File: src/sv/vbdm_pkg.sv
`timescale 1ns / 1ps
`default_nettype none

package vbdm_pkg;

	// fixed field widths
	localparam int GS_W   = 5;
	localparam int RAD_W  = 4;
	localparam int CRD_W  = 4;
	localparam int ACT_W  = 2;
	localparam int MCNT_W = 12;
	localparam int TOT_W  = 13;
	localparam int CIDX_W = 3;
	localparam int CDAT_W = 5;

	// item actions
	localparam logic [ACT_W-1:0] ACT_CLEAR  = 2'd0;
	localparam logic [ACT_W-1:0] ACT_MARK   = 2'd1;
	localparam logic [ACT_W-1:0] ACT_FINISH = 2'd2;
	localparam logic [ACT_W-1:0] ACT_READ   = 2'd3;

	// register indexes
	localparam logic [CIDX_W-1:0] REG_GRID_SIZE   = 3'd0;
	localparam logic [CIDX_W-1:0] REG_BAND_LAYERS = 3'd1;
	localparam logic [CIDX_W-1:0] REG_HALO_ENABLE = 3'd2;
	localparam logic [CIDX_W-1:0] REG_HALO_LAYERS = 3'd3;
	localparam logic [CIDX_W-1:0] REG_HALO_LOCAL  = 3'd4;

	localparam logic [MCNT_W-1:0] MCNT_MAX = 12'd4095;
	localparam logic [TOT_W-1:0]  TOT_MAX  = 13'd8191;

	typedef enum logic [4:0] {
		ST_CLEAR,
		ST_IDLE,
		ST_MARK,
		ST_RQ,
		ST_RD,
		ST_X_RD,
		ST_X_WR,
		ST_Y_RD,
		ST_Y_AC,
		ST_Y_WR,
		ST_Z_RD,
		ST_Z_AC,
		ST_Z_WR,
		ST_SHELL,
		ST_C_RD,
		ST_C_AC,
		ST_FOUT
	} st_t;

	typedef enum logic [3:0] {
		DP_NONE,
		DP_CLEAR,
		DP_CNT_CLR,
		DP_CNT_UP,
		DP_MARK,
		DP_FIN_START,
		DP_XPASS,
		DP_ACC_Y,
		DP_ACC_Z,
		DP_YWR,
		DP_ZWR,
		DP_SHELL,
		DP_COUNT,
		DP_OUT_READ,
		DP_OUT_FIN
	} dp_op_t;

	typedef struct packed {
		dp_op_t           op;
		logic             acc_clr;
		logic [RAD_W-1:0] radius;
		logic             to_halo;
		logic             shell_full;
		logic             ingrid;
		logic [CRD_W-1:0] bit_idx;
	} dp_cmd_t;

	typedef struct packed {
		logic present;
		logic out_free;
	} dp_stat_t;

	typedef struct packed {
		logic [RAD_W-1:0] band_layers;
		logic             halo_enable;
		logic [RAD_W-1:0] halo_layers;
		logic             halo_local;
	} mode_cfg_t;

endpackage

`default_nettype wire

File: src/sv/vbdm_if.sv
`timescale 1ns / 1ps
`default_nettype none

// input item channel
interface vbdm_item_if import vbdm_pkg::*; ();
	logic             valid;
	logic             ready;
	logic [ACT_W-1:0] action;
	logic [CRD_W-1:0] coord_x;
	logic [CRD_W-1:0] coord_y;
	logic [CRD_W-1:0] coord_z;
	modport source (output valid, action, coord_x, coord_y, coord_z, input ready);
	modport sink (input valid, action, coord_x, coord_y, coord_z, output ready);
endinterface


`default_nettype wire

File: src/sv/vbdm_ctrl.sv
`timescale 1ns / 1ps
`default_nettype none

module vbdm_ctrl import vbdm_pkg::*; #(
	parameter int MAX_GRID = 16
) (
	input  wire logic                clk,
	input  wire logic                arst_n,
	vbdm_item_if.sink                item,
	input  wire logic [$clog2(MAX_GRID):0] n,
	input  wire mode_cfg_t           mode,
	input  wire dp_stat_t            stat,
	output dp_cmd_t                  cmd,
	output logic [$clog2(MAX_GRID*MAX_GRID)-1:0] raddr,
	output logic [$clog2(MAX_GRID*MAX_GRID)-1:0] waddr
);

	localparam int NW    = $clog2(MAX_GRID) + 1;
	localparam int DEPTH = MAX_GRID * MAX_GRID;
	localparam int RW    = $clog2(DEPTH);

	st_t              state_q, state_d;
	logic [NW-1:0]    y_q, y_d, z_q, z_d, d_q, d_d;
	logic [1:0]       k_q, k_d;
	logic [RW-1:0]    sweep_q, sweep_d;
	logic             halo_q, halo_d, ingrid_q, ingrid_d;
	logic [CRD_W-1:0] cx_q, cx_d, cy_q, cy_d, cz_q, cz_d;

	logic [RAD_W-1:0] radius;
	logic [NW-1:0]    nm1, y_nx, z_nx;
	logic             last_y, last_row, mark_in, read_in;

	function automatic logic [RW-1:0] row_addr(input int a, input int b);
		return RW'(b * MAX_GRID + a);
	endfunction

	// window start, clipped at zero
	function automatic logic [NW-1:0] lo_of(input logic [NW-1:0] v, input logic [RAD_W-1:0] r);
		if (int'(v) > int'(r))
			return NW'(int'(v) - int'(r));
		return '0;
	endfunction

	// window end, clipped at the last node
	function automatic logic [NW-1:0] hi_of(input logic [NW-1:0] v, input logic [RAD_W-1:0] r,
		input logic [NW-1:0] last);
		if (int'(v) + int'(r) > int'(last))
			return last;
		return NW'(int'(v) + int'(r));
	endfunction

	// row walk helpers
	always_comb begin
		radius   = halo_q ? mode.halo_layers : mode.band_layers;
		nm1      = n - NW'(1);
		last_y   = (y_q == nm1);
		last_row = last_y && (z_q == nm1);
		y_nx     = last_y ? '0 : y_q + NW'(1);
		z_nx     = last_y ? z_q + NW'(1) : z_q;
		mark_in  = (int'(item.coord_x) < int'(n) - 1) && (int'(item.coord_y) < int'(n) - 1) &&
			(int'(item.coord_z) < int'(n) - 1);
		read_in  = (int'(item.coord_x) < int'(n)) && (int'(item.coord_y) < int'(n)) &&
			(int'(item.coord_z) < int'(n));
	end

	// state register
	always_ff @(posedge clk or negedge arst_n) begin
		if (!arst_n) begin
			state_q <= ST_CLEAR;
			sweep_q <= '0;
			y_q <= '0;
			z_q <= '0;
			d_q <= '0;
			k_q <= '0;
			halo_q <= 1'b0;
			ingrid_q <= 1'b0;
			cx_q <= '0;
			cy_q <= '0;
			cz_q <= '0;
		end else begin
			state_q <= state_d;
			sweep_q <= sweep_d;
			y_q <= y_d;
			z_q <= z_d;
			d_q <= d_d;
			k_q <= k_d;
			halo_q <= halo_d;
			ingrid_q <= ingrid_d;
			cx_q <= cx_d;
			cy_q <= cy_d;
			cz_q <= cz_d;
		end
	end

	// next state and commands
	always_comb begin
		state_d = state_q;
		sweep_d = sweep_q;
		y_d = y_q;
		z_d = z_q;
		d_d = d_q;
		k_d = k_q;
		halo_d = halo_q;
		ingrid_d = ingrid_q;
		cx_d = cx_q;
		cy_d = cy_q;
		cz_d = cz_q;
		cmd = '0;
		cmd.op = DP_NONE;
		cmd.radius = radius;
		cmd.to_halo = halo_q;
		cmd.bit_idx = cx_q;
		cmd.ingrid = ingrid_q;
		raddr = '0;
		waddr = '0;
		item.ready = 1'b0;
		unique case (state_q)
			ST_CLEAR: begin
				cmd.op = DP_CLEAR;
				waddr = sweep_q;
				sweep_d = sweep_q + RW'(1);
				if (sweep_q == RW'(DEPTH - 1)) begin
					sweep_d = '0;
					state_d = ST_IDLE;
				end
			end
			ST_IDLE: begin
				item.ready = 1'b1;
				if (item.valid) begin
					cx_d = item.coord_x;
					cy_d = item.coord_y;
					cz_d = item.coord_z;
					unique case (item.action)
						ACT_CLEAR: begin
							cmd.op = DP_CNT_CLR;
							sweep_d = '0;
							state_d = ST_CLEAR;
						end
						ACT_MARK: begin
							if (mark_in) begin
								cmd.op = DP_CNT_UP;
								k_d = '0;
								state_d = ST_MARK;
							end
						end
						ACT_FINISH: begin
							cmd.op = DP_FIN_START;
							y_d = '0;
							z_d = '0;
							halo_d = 1'b0;
							state_d = ST_X_RD;
						end
						ACT_READ: begin
							ingrid_d = read_in;
							state_d = ST_RQ;
						end
					endcase
				end
			end
			// four corner rows, two nodes each
			ST_MARK: begin
				cmd.op = DP_MARK;
				waddr = row_addr(int'(cy_q) + int'(k_q[0]), int'(cz_q) + int'(k_q[1]));
				k_d = k_q + 2'd1;
				if (k_q == 2'd3)
					state_d = ST_IDLE;
			end
			ST_RQ: begin
				raddr = ingrid_q ? row_addr(int'(cy_q), int'(cz_q)) : '0;
				state_d = ST_RD;
			end
			ST_RD: begin
				raddr = ingrid_q ? row_addr(int'(cy_q), int'(cz_q)) : '0;
				if (stat.out_free) begin
					cmd.op = DP_OUT_READ;
					state_d = ST_IDLE;
				end
			end
			// x pass: contact row to pass a
			ST_X_RD: begin
				raddr = row_addr(int'(y_q), int'(z_q));
				state_d = ST_X_WR;
			end
			ST_X_WR: begin
				cmd.op = DP_XPASS;
				cmd.acc_clr = 1'b1;
				waddr = row_addr(int'(y_q), int'(z_q));
				if (last_row) begin
					y_d = '0;
					z_d = '0;
					d_d = '0;
					state_d = ST_Y_RD;
				end else begin
					y_d = y_nx;
					z_d = z_nx;
					state_d = ST_X_RD;
				end
			end
			// y pass: window of pass a rows into pass b
			ST_Y_RD: begin
				raddr = row_addr(int'(d_q), int'(z_q));
				state_d = ST_Y_AC;
			end
			ST_Y_AC: begin
				cmd.op = DP_ACC_Y;
				if (d_q == hi_of(y_q, radius, nm1))
					state_d = ST_Y_WR;
				else begin
					d_d = d_q + NW'(1);
					state_d = ST_Y_RD;
				end
			end
			ST_Y_WR: begin
				cmd.op = DP_YWR;
				cmd.acc_clr = 1'b1;
				waddr = row_addr(int'(y_q), int'(z_q));
				if (last_row) begin
					y_d = '0;
					z_d = '0;
					d_d = '0;
					state_d = ST_Z_RD;
				end else begin
					y_d = y_nx;
					z_d = z_nx;
					d_d = lo_of(y_nx, radius);
					state_d = ST_Y_RD;
				end
			end
			// z pass: window of pass b rows into exact and halo
			ST_Z_RD: begin
				raddr = row_addr(int'(y_q), int'(d_q));
				state_d = ST_Z_AC;
			end
			ST_Z_AC: begin
				cmd.op = DP_ACC_Z;
				if (d_q == hi_of(z_q, radius, nm1))
					state_d = ST_Z_WR;
				else begin
					d_d = d_q + NW'(1);
					state_d = ST_Z_RD;
				end
			end
			ST_Z_WR: begin
				cmd.op = DP_ZWR;
				cmd.acc_clr = 1'b1;
				waddr = row_addr(int'(y_q), int'(z_q));
				if (last_row) begin
					y_d = '0;
					z_d = '0;
					d_d = '0;
					if (!halo_q && mode.halo_enable && stat.present) begin
						if (mode.halo_local) begin
							halo_d = 1'b1;
							state_d = ST_X_RD;
						end else
							state_d = ST_SHELL;
					end else
						state_d = ST_C_RD;
				end else begin
					y_d = y_nx;
					z_d = z_nx;
					d_d = lo_of(z_nx, radius);
					state_d = ST_Z_RD;
				end
			end
			// boundary shell, one row a cycle
			ST_SHELL: begin
				cmd.op = DP_SHELL;
				cmd.radius = mode.halo_layers;
				cmd.shell_full = (int'(y_q) < int'(mode.halo_layers)) ||
					(int'(z_q) < int'(mode.halo_layers)) ||
					(int'(y_q) + int'(mode.halo_layers) >= int'(n)) ||
					(int'(z_q) + int'(mode.halo_layers) >= int'(n));
				waddr = row_addr(int'(y_q), int'(z_q));
				if (last_row) begin
					y_d = '0;
					z_d = '0;
					state_d = ST_C_RD;
				end else begin
					y_d = y_nx;
					z_d = z_nx;
				end
			end
			// count pass
			ST_C_RD: begin
				raddr = row_addr(int'(y_q), int'(z_q));
				state_d = ST_C_AC;
			end
			ST_C_AC: begin
				cmd.op = DP_COUNT;
				if (last_row)
					state_d = ST_FOUT;
				else begin
					y_d = y_nx;
					z_d = z_nx;
					state_d = ST_C_RD;
				end
			end
			ST_FOUT: begin
				if (stat.out_free) begin
					cmd.op = DP_OUT_FIN;
					state_d = ST_IDLE;
				end
			end
			default: state_d = ST_IDLE;
		endcase
	end

endmodule

`default_nettype wire

File: src/flat_wrapper.sv
// flat-port wrapper written by rule: the top's interface ports become plain ports
module vbdm_ctrl_flat import vbdm_pkg::*;
#(
	parameter int MAX_GRID = 16
)
  (clk, arst_n, n, mode, stat, cmd, raddr, waddr, item_valid, item_action, item_coord_x, item_coord_y, item_coord_z, item_ready);
  vbdm_item_if item_i ();
  input  wire logic clk;
  input  wire logic arst_n;
  input  wire logic [$clog2(MAX_GRID):0] n;
  input  wire mode_cfg_t mode;
  input  wire dp_stat_t stat;
  output dp_cmd_t cmd;
  output logic [$clog2(MAX_GRID*MAX_GRID)-1:0] raddr;
  output logic [$clog2(MAX_GRID*MAX_GRID)-1:0] waddr;
  input wire logic [$bits(item_i.valid)-1:0] item_valid;
  input wire logic [$bits(item_i.action)-1:0] item_action;
  input wire logic [$bits(item_i.coord_x)-1:0] item_coord_x;
  input wire logic [$bits(item_i.coord_y)-1:0] item_coord_y;
  input wire logic [$bits(item_i.coord_z)-1:0] item_coord_z;
  output wire logic [$bits(item_i.ready)-1:0] item_ready;
  assign item_i.valid = item_valid;
  assign item_i.action = item_action;
  assign item_i.coord_x = item_coord_x;
  assign item_i.coord_y = item_coord_y;
  assign item_i.coord_z = item_coord_z;
  assign item_ready = item_i.ready;
  vbdm_ctrl #(.MAX_GRID(MAX_GRID)) u_core (.clk(clk), .arst_n(arst_n), .item(item_i), .n(n), .mode(mode), .stat(stat), .cmd(cmd), .raddr(raddr), .waddr(waddr));
endmodule
File: config.mk
export PLATFORM = sky130hd
export DESIGN_NAME = vbdm_ctrl_flat
export DESIGN_NICKNAME = d
export VERILOG_FILES = /design/src/sv/vbdm_pkg.sv /design/src/sv/vbdm_if.sv /design/src/sv/vbdm_ctrl.sv /design/src/flat_wrapper.sv
export SDC_FILE = /design/constraint.sdc
export NUM_CORES = 1
export LEC_CHECK = 0
export BUFFER_PORTS_ARGS = -buffer_cell sky130_fd_sc_hd__clkbuf_2
export CORE_MARGIN = 2
export CORE_UTILIZATION = 66
export DETAILED_ROUTE_END_ITERATION = 12
export PLACE_DENSITY = 0.88
export SKIP_LAST_GASP = 1
export SLEW_MARGIN = 0
export SYNTH_ARGS = -nofsm -noshare
export SYNTH_HDL_FRONTEND = slang
export SYNTH_SLANG_ARGS = --single-unit
File: constraint.sdc
create_clock -name clk -period 8.8 [get_ports clk]
set_clock_uncertainty 0.15 [all_clocks]
set_input_delay 0.88 -clock clk [delete_from_list [all_inputs] [get_ports clk]]
set_output_delay 0.88 -clock clk [all_outputs]
set_load 0.01 [all_outputs]
==> flow_summary.html <==
<table>
<tr><th>Metric</th><th>Value</th></tr>
<tr><th colspan="2">Route</th></tr>
<tr><td>Initial drt markers</td><td>647</td></tr>
<tr><td>DRC violation count after routing</td><td>0</td></tr>
<tr><td>Drt first pass iters</td><td>6</td></tr>
<tr><td>Antenna Nets Post-Route</td><td>0</td></tr>
<tr><td>Sum of routed wire length over all layers</td><td>17200 um</td></tr>
<tr><td>Via count of the routed design</td><td>6130</td></tr>
<tr><td>Routed WL per cell</td><td>18.8 um</td></tr>
<tr><td>Via/cell ratio</td><td>6.70</td></tr>
<tr><th colspan="2">Yosys</th></tr>
<tr><td>Syn nets</td><td>897</td></tr>
<tr><td>Flops &amp; latches, synth</td><td>44</td></tr>
<tr><td>Number of synthesized flops with an enable pin</td><td>0</td></tr>
<tr><td>Average footprint of a synthesized cell</td><td>7.87 sq um</td></tr>
<tr><td>Number of distinct standard cells referenced by the synthesized netlist</td><td>74</td></tr>
<tr><td>Yosys Warn Count</td><td>0</td></tr>
<tr><td>Prevailing post-synth register cell</td><td>sky130_fd_sc_hd__dfrtp_1</td></tr>
<tr><td>Async S/R FF share, synth</td><td>100%</td></tr>
<tr><td>Cell count after synthesis</td><td>767</td></tr>
<tr><td>Proportion of synthesized chip area in sequential cells</td><td>18.2%</td></tr>
<tr><td>Synthesized cell area</td><td>0.00604 sq mm</td></tr>
<tr><th colspan="2">Critical path</th></tr>
<tr><td>Chain of cells forming the critical path</td><td>clkbuf_2 &gt; inv_1 &gt; ha_1 &gt; xnor2_1 &gt; ha_1 &gt; o21ai_0 &gt; a21oi_1 &gt; nor4_1 &gt; nand2_1 &gt; a32o_1 &gt; nor3b_1 &gt; o21ai_0 &gt; o31ai_1 &gt; clkbuf_2</td></tr>
<tr><td>Critical path's top delay family</td><td>compound AO/OA/AOI/OAI gates</td></tr>
<tr><td>Max FO, Critical Path</td><td>10</td></tr>
<tr><td>Start of the worst register-to-register path</td><td>u_core.halo_q</td></tr>
<tr><td>Terminus of the critical flop-to-flop path</td><td>u_core.d_q[4]</td></tr>
<tr><td>Cells on worst reg2reg path</td><td>14</td></tr>
<tr><td>Data arrival at the endpoint of the critical path</td><td>4.30 ns</td></tr>
<tr><td>Sum of buffers and inverters on the critical path</td><td>3</td></tr>
<tr><td>Element type at the critical path end</td><td>output pin</td></tr>
<tr><td>CP Data Required Time</td><td>7.77 ns</td></tr>
<tr><td>Setup CP Type</td><td>in2out</td></tr>
<tr><td>Crit path launch type</td><td>input port</td></tr>
<tr><td>Cell at the slowest stage of the critical path</td><td>sky130_fd_sc_hd__xnor2_1</td></tr>
<tr><td>Slowest Stage Delay on Critical Path</td><td>0.73 ns</td></tr>
<tr><td>First element of the critical path</td><td>n[0]</td></tr>
<tr><td>Setup slack, reg-to-reg</td><td>3.96 ns</td></tr>
<tr><th colspan="2">CTS</th></tr>
<tr><td>Count of instances resized after the clock tree is built</td><td>0</td></tr>
<tr><td>Post-CTS setup buffers</td><td>0</td></tr>
<tr><td>Root buf cell</td><td>sky130_fd_sc_hd__clkbuf_8</td></tr>
<tr><td>Htree depth</td><td>2</td></tr>
<tr><td>Clock edge transition at the registers on the reported setup and hold paths</td><td>0.08 ns</td></tr>
<tr><td>Max Root-Sink Buffers</td><td>2</td></tr>
<tr><td>Clock tree from TritonCTS</td><td>yes</td></tr>
<tr><td>Inserted Clock Buffers</td><td>5</td></tr>
<tr><td>Clock latency of the later-clocked register in the worst-skew pair</td><td>0.30 ns</td></tr>
<tr><td>Clock sink total</td><td>44</td></tr>
<tr><td>Cts hold-fix bufs</td><td>0</td></tr>
<tr><th colspan="2">Place</th></tr>
<tr><td>Post-DP Area</td><td>0.00636 sq mm</td></tr>
<tr><td>Final weighted congestion in routability-driven placement</td><td>0.999</td></tr>
<tr><td>DP Wirelength</td><td>13500 um</td></tr>
<tr><td>Quantity of I/O buffers inserted on ports</td><td>66</td></tr>
<tr><th colspan="2">Layout</th></tr>
<tr><td>Total number of nets in the final design</td><td>937</td></tr>
<tr><td>Fraction of final layout cells with drive strength greater than 1</td><td>11.5%</td></tr>
<tr><td>Utilization after layout</td><td>73.1%</td></tr>
<tr><td>Area growth, synth to finish</td><td>6.68%</td></tr>
<tr><td>Number of antenna cells inserted</td><td>0</td></tr>
<tr><td>Post-route cell area</td><td>0.00644 sq mm</td></tr>
<tr><th colspan="2">Floorplanning</th></tr>
<tr><td>Height of the chip</td><td>99.6 um</td></tr>
<tr><td>Horizontal die dimension</td><td>99.6 um</td></tr>
<tr><td>Core region area</td><td>0.00881 sq mm</td></tr>
<tr><td>Die area</td><td>0.00993 sq mm</td></tr>
<tr><td>Number of top-level pins</td><td>67</td></tr>
<tr><td>Initial core utilization</td><td>68.5%</td></tr>
<tr><td>Num rows</td><td>34</td></tr>
<tr><th colspan="2">STA</th></tr>
<tr><td>Normalized max-slew margin</td><td>37.9%</td></tr>
<tr><td>Max Fclk</td><td>188 MHz</td></tr>
<tr><td>Number of max-slew violations in the final report</td><td>0</td></tr>
<tr><td>Least-Margin Pin Slew</td><td>0.923 ns</td></tr>
<tr><td>Final period utilization</td><td>60.5%</td></tr>
<tr><td>Setup repair after global routing missed its margin</td><td>no</td></tr>
<tr><td>Hold violation total from the final report</td><td>0</td></tr>
<tr><td>Final critical-path required period</td><td>5.33 ns</td></tr>
<tr><td>Setup tns final</td><td>0 ns</td></tr>
<tr><td>Final setup violation count</td><td>0</td></tr>
<tr><th colspan="2">Hold path</th></tr>
<tr><td>Source of the worst hold timing path</td><td>u_core.cx_q[0]</td></tr>
<tr><td>Endpoint with the worst hold slack</td><td>u_core.cx_q[0]</td></tr>
<tr><td>Hold/Removal Path Class</td><td>reg2reg</td></tr>
<tr><td>Number of instances on the worst hold path</td><td>2</td></tr>
<tr><th colspan="2">Pwr</th></tr>
<tr><td>Static leakage</td><td>0.00329 uW</td></tr>
<tr><td>Worst supply voltage drop on vdd</td><td>0.178 mV</td></tr>
<tr><td>Power per cell area</td><td>227 mW/mm^2</td></tr>
<tr><th colspan="2">Global routing</th></tr>
<tr><td>Antenna violations before repair</td><td>0</td></tr>
<tr><td>Maximum number of pins on one net before global-route repair</td><td>45</td></tr>
<tr><td>Global Route Usage Sum</td><td>36.0%</td></tr>
<tr><td>Most crowded layer after global routing</td><td>met2</td></tr>
<tr><td>Wire length of the first global-routing pass</td><td>28600 um</td></tr>
<tr><td>Met1 GRT Util</td><td>46.8%</td></tr>
<tr><td>Aggregate global routing overflow</td><td>0</td></tr>
<tr><td>Global-route met2 utilization</td><td>58.1%</td></tr>
<tr><td>Met3 track demand over resource</td><td>8.15%</td></tr>
<tr><td>Number of global-route vias before repair</td><td>5934</td></tr>
<tr><th colspan="2">Flow run</th></tr>
<tr><td>MaxCap Viol Count</td><td>0</td></tr>
<tr><th colspan="2">Status</th></tr>
<tr><td>Outcome</td><td>complete, no violations</td></tr>
</table>
[per-layer routing]
metal	wire length (um)	part of all wire, %
met1	7070	41
met2	7830	45
met3	1680	9.7
met4	650	3.8
met5	0	0
[power by group]
part,internal (uW),switching [uW]
combinational,383,541
clock,54.1,68.8
sequential,268,147
total,704,757
[registers in the layout (all words and copies together) (netlist names)]
register	cells
u_core.cz_q	4
u_core.cx_q	4
u_core.cy_q	4
u_core.sweep_q	8
u_core.z_q	5
u_core.ingrid_q	1
u_core.y_q	5
u_core.d_q	5
u_core.k_q	2
u_core.state_q	5
u_core.halo_q	1
[worst max path at each step]
stage                          to  slack [ns]  cells past startpoint
global placement    u_core.d_q[2]        3.75                     14
finish                    cmd[12]        3.47                     14
global route              cmd[12]        3.33                     14
floorplan           u_core.d_q[2]        4.29                     15
detailed placement  u_core.d_q[2]        3.50                     14
CTS                       cmd[12]        3.57                     14
[kinds of logic after synthesis]
family                   count (synthesis)  share of synthesized area [%]
AND/OR/NAND/NOR                        259                           20.6
AO/OA/AOI/OAI                          208                           23.0
adder cells (fa/ha/maj)                 96                           20.6
buffers and inverters                   88                           5.93
XOR/XNOR                                57                           8.98
flip-flops                              44                           18.2
multiplexers                            15                           2.63
[synthesized netlist by cell type (all sizes together) (3+ instances only)]
cell type | count | area share [%]
o221ai | 4 | 0.58
nor2b | 10 | 1.0
inv | 52 | 3.2
a21oi | 46 | 3.8
o211ai | 7 | 0.87
ha | 90 | 19
dfrtp | 44 | 18
a41oi | 4 | 0.58
o21bai | 8 | 1.0
a22o | 5 | 0.73
buf | 13 | 1.3
nand2b | 12 | 1.2
xor2 | 25 | 3.6
mux2 | 7 | 1.3
o21a | 3 | 0.37
clkbuf | 23 | 1.4
or3 | 4 | 0.41
nor4 | 3 | 0.31
fa | 6 | 2.0
nor3b | 6 | 0.75
nand2 | 97 | 6.1
nand3 | 21 | 1.8
a211oi | 7 | 0.87
a21o | 8 | 1.0
mux2i | 8 | 1.3
nand4 | 11 | 1.2
and3 | 8 | 0.83
o31ai | 4 | 0.50
o21ai | 54 | 4.7
a31oi | 8 | 0.83
a22oi | 6 | 0.75
a21boi | 4 | 0.50
a222oi | 14 | 2.3
nor2 | 66 | 4.1
o22ai | 10 | 1.0
nor3 | 6 | 0.66
and2 | 3 | 0.31
xnor2 | 29 | 4.2
[metrics by stage]
stage / total power [uW] / hold WS, ns / instances / setup WS [ns]
4_1_cts: 1440 / 0.340 / 915 / 3.57
6_report: 1460 / 0.337 / 915 / 3.47
2_1_floorplan: 1050 / 0.320 / 767 / 4.29
5_1_grt: 1600 / 0.358 / 915 / 3.33
3_3_place_gp: 1280 / 0.312 / 908 / 3.75
3_5_place_dp: 1310 / 0.316 / 908 / 3.50
[worst min-delay path, delay by kind of cell (launching register included)]
family           cells  cell delay, ns
AND/OR/NAND/NOR      2            0.10
flip-flops           1            0.36
[cell type report]
class / instances / area, sq um
Clock buffer: 6 / 72.6
Timing Repair Buffer: 69 / 353
Tap cell: 108 / 135
Multi-Input combinational cell: 635 / 4580
Inverter: 52 / 195
Clock inverter: 1 / 5.00
Sequential cell: 44 / 1100
Fill cell: 697 / 2370
[placed cells by master, fill, tap and decap left out, types with 10 or more instances in the layout]
cell,n
sky130_fd_sc_hd__nand2_1,96
sky130_fd_sc_hd__ha_1,90
sky130_fd_sc_hd__nor2_1,66
sky130_fd_sc_hd__clkbuf_2,66
sky130_fd_sc_hd__inv_1,50
sky130_fd_sc_hd__a21oi_1,46
sky130_fd_sc_hd__o21ai_0,45
sky130_fd_sc_hd__dfrtp_1,44
sky130_fd_sc_hd__xnor2_1,29
sky130_fd_sc_hd__xor2_1,25
sky130_fd_sc_hd__nand3_1,20
sky130_fd_sc_hd__a222oi_1,14
sky130_fd_sc_hd__nand2b_1,12
sky130_fd_sc_hd__nor2b_1,10
sky130_fd_sc_hd__nand4_1,10
sky130_fd_sc_hd__o22ai_1,10
No activity file was read; power rests on OpenSTA's default activity.
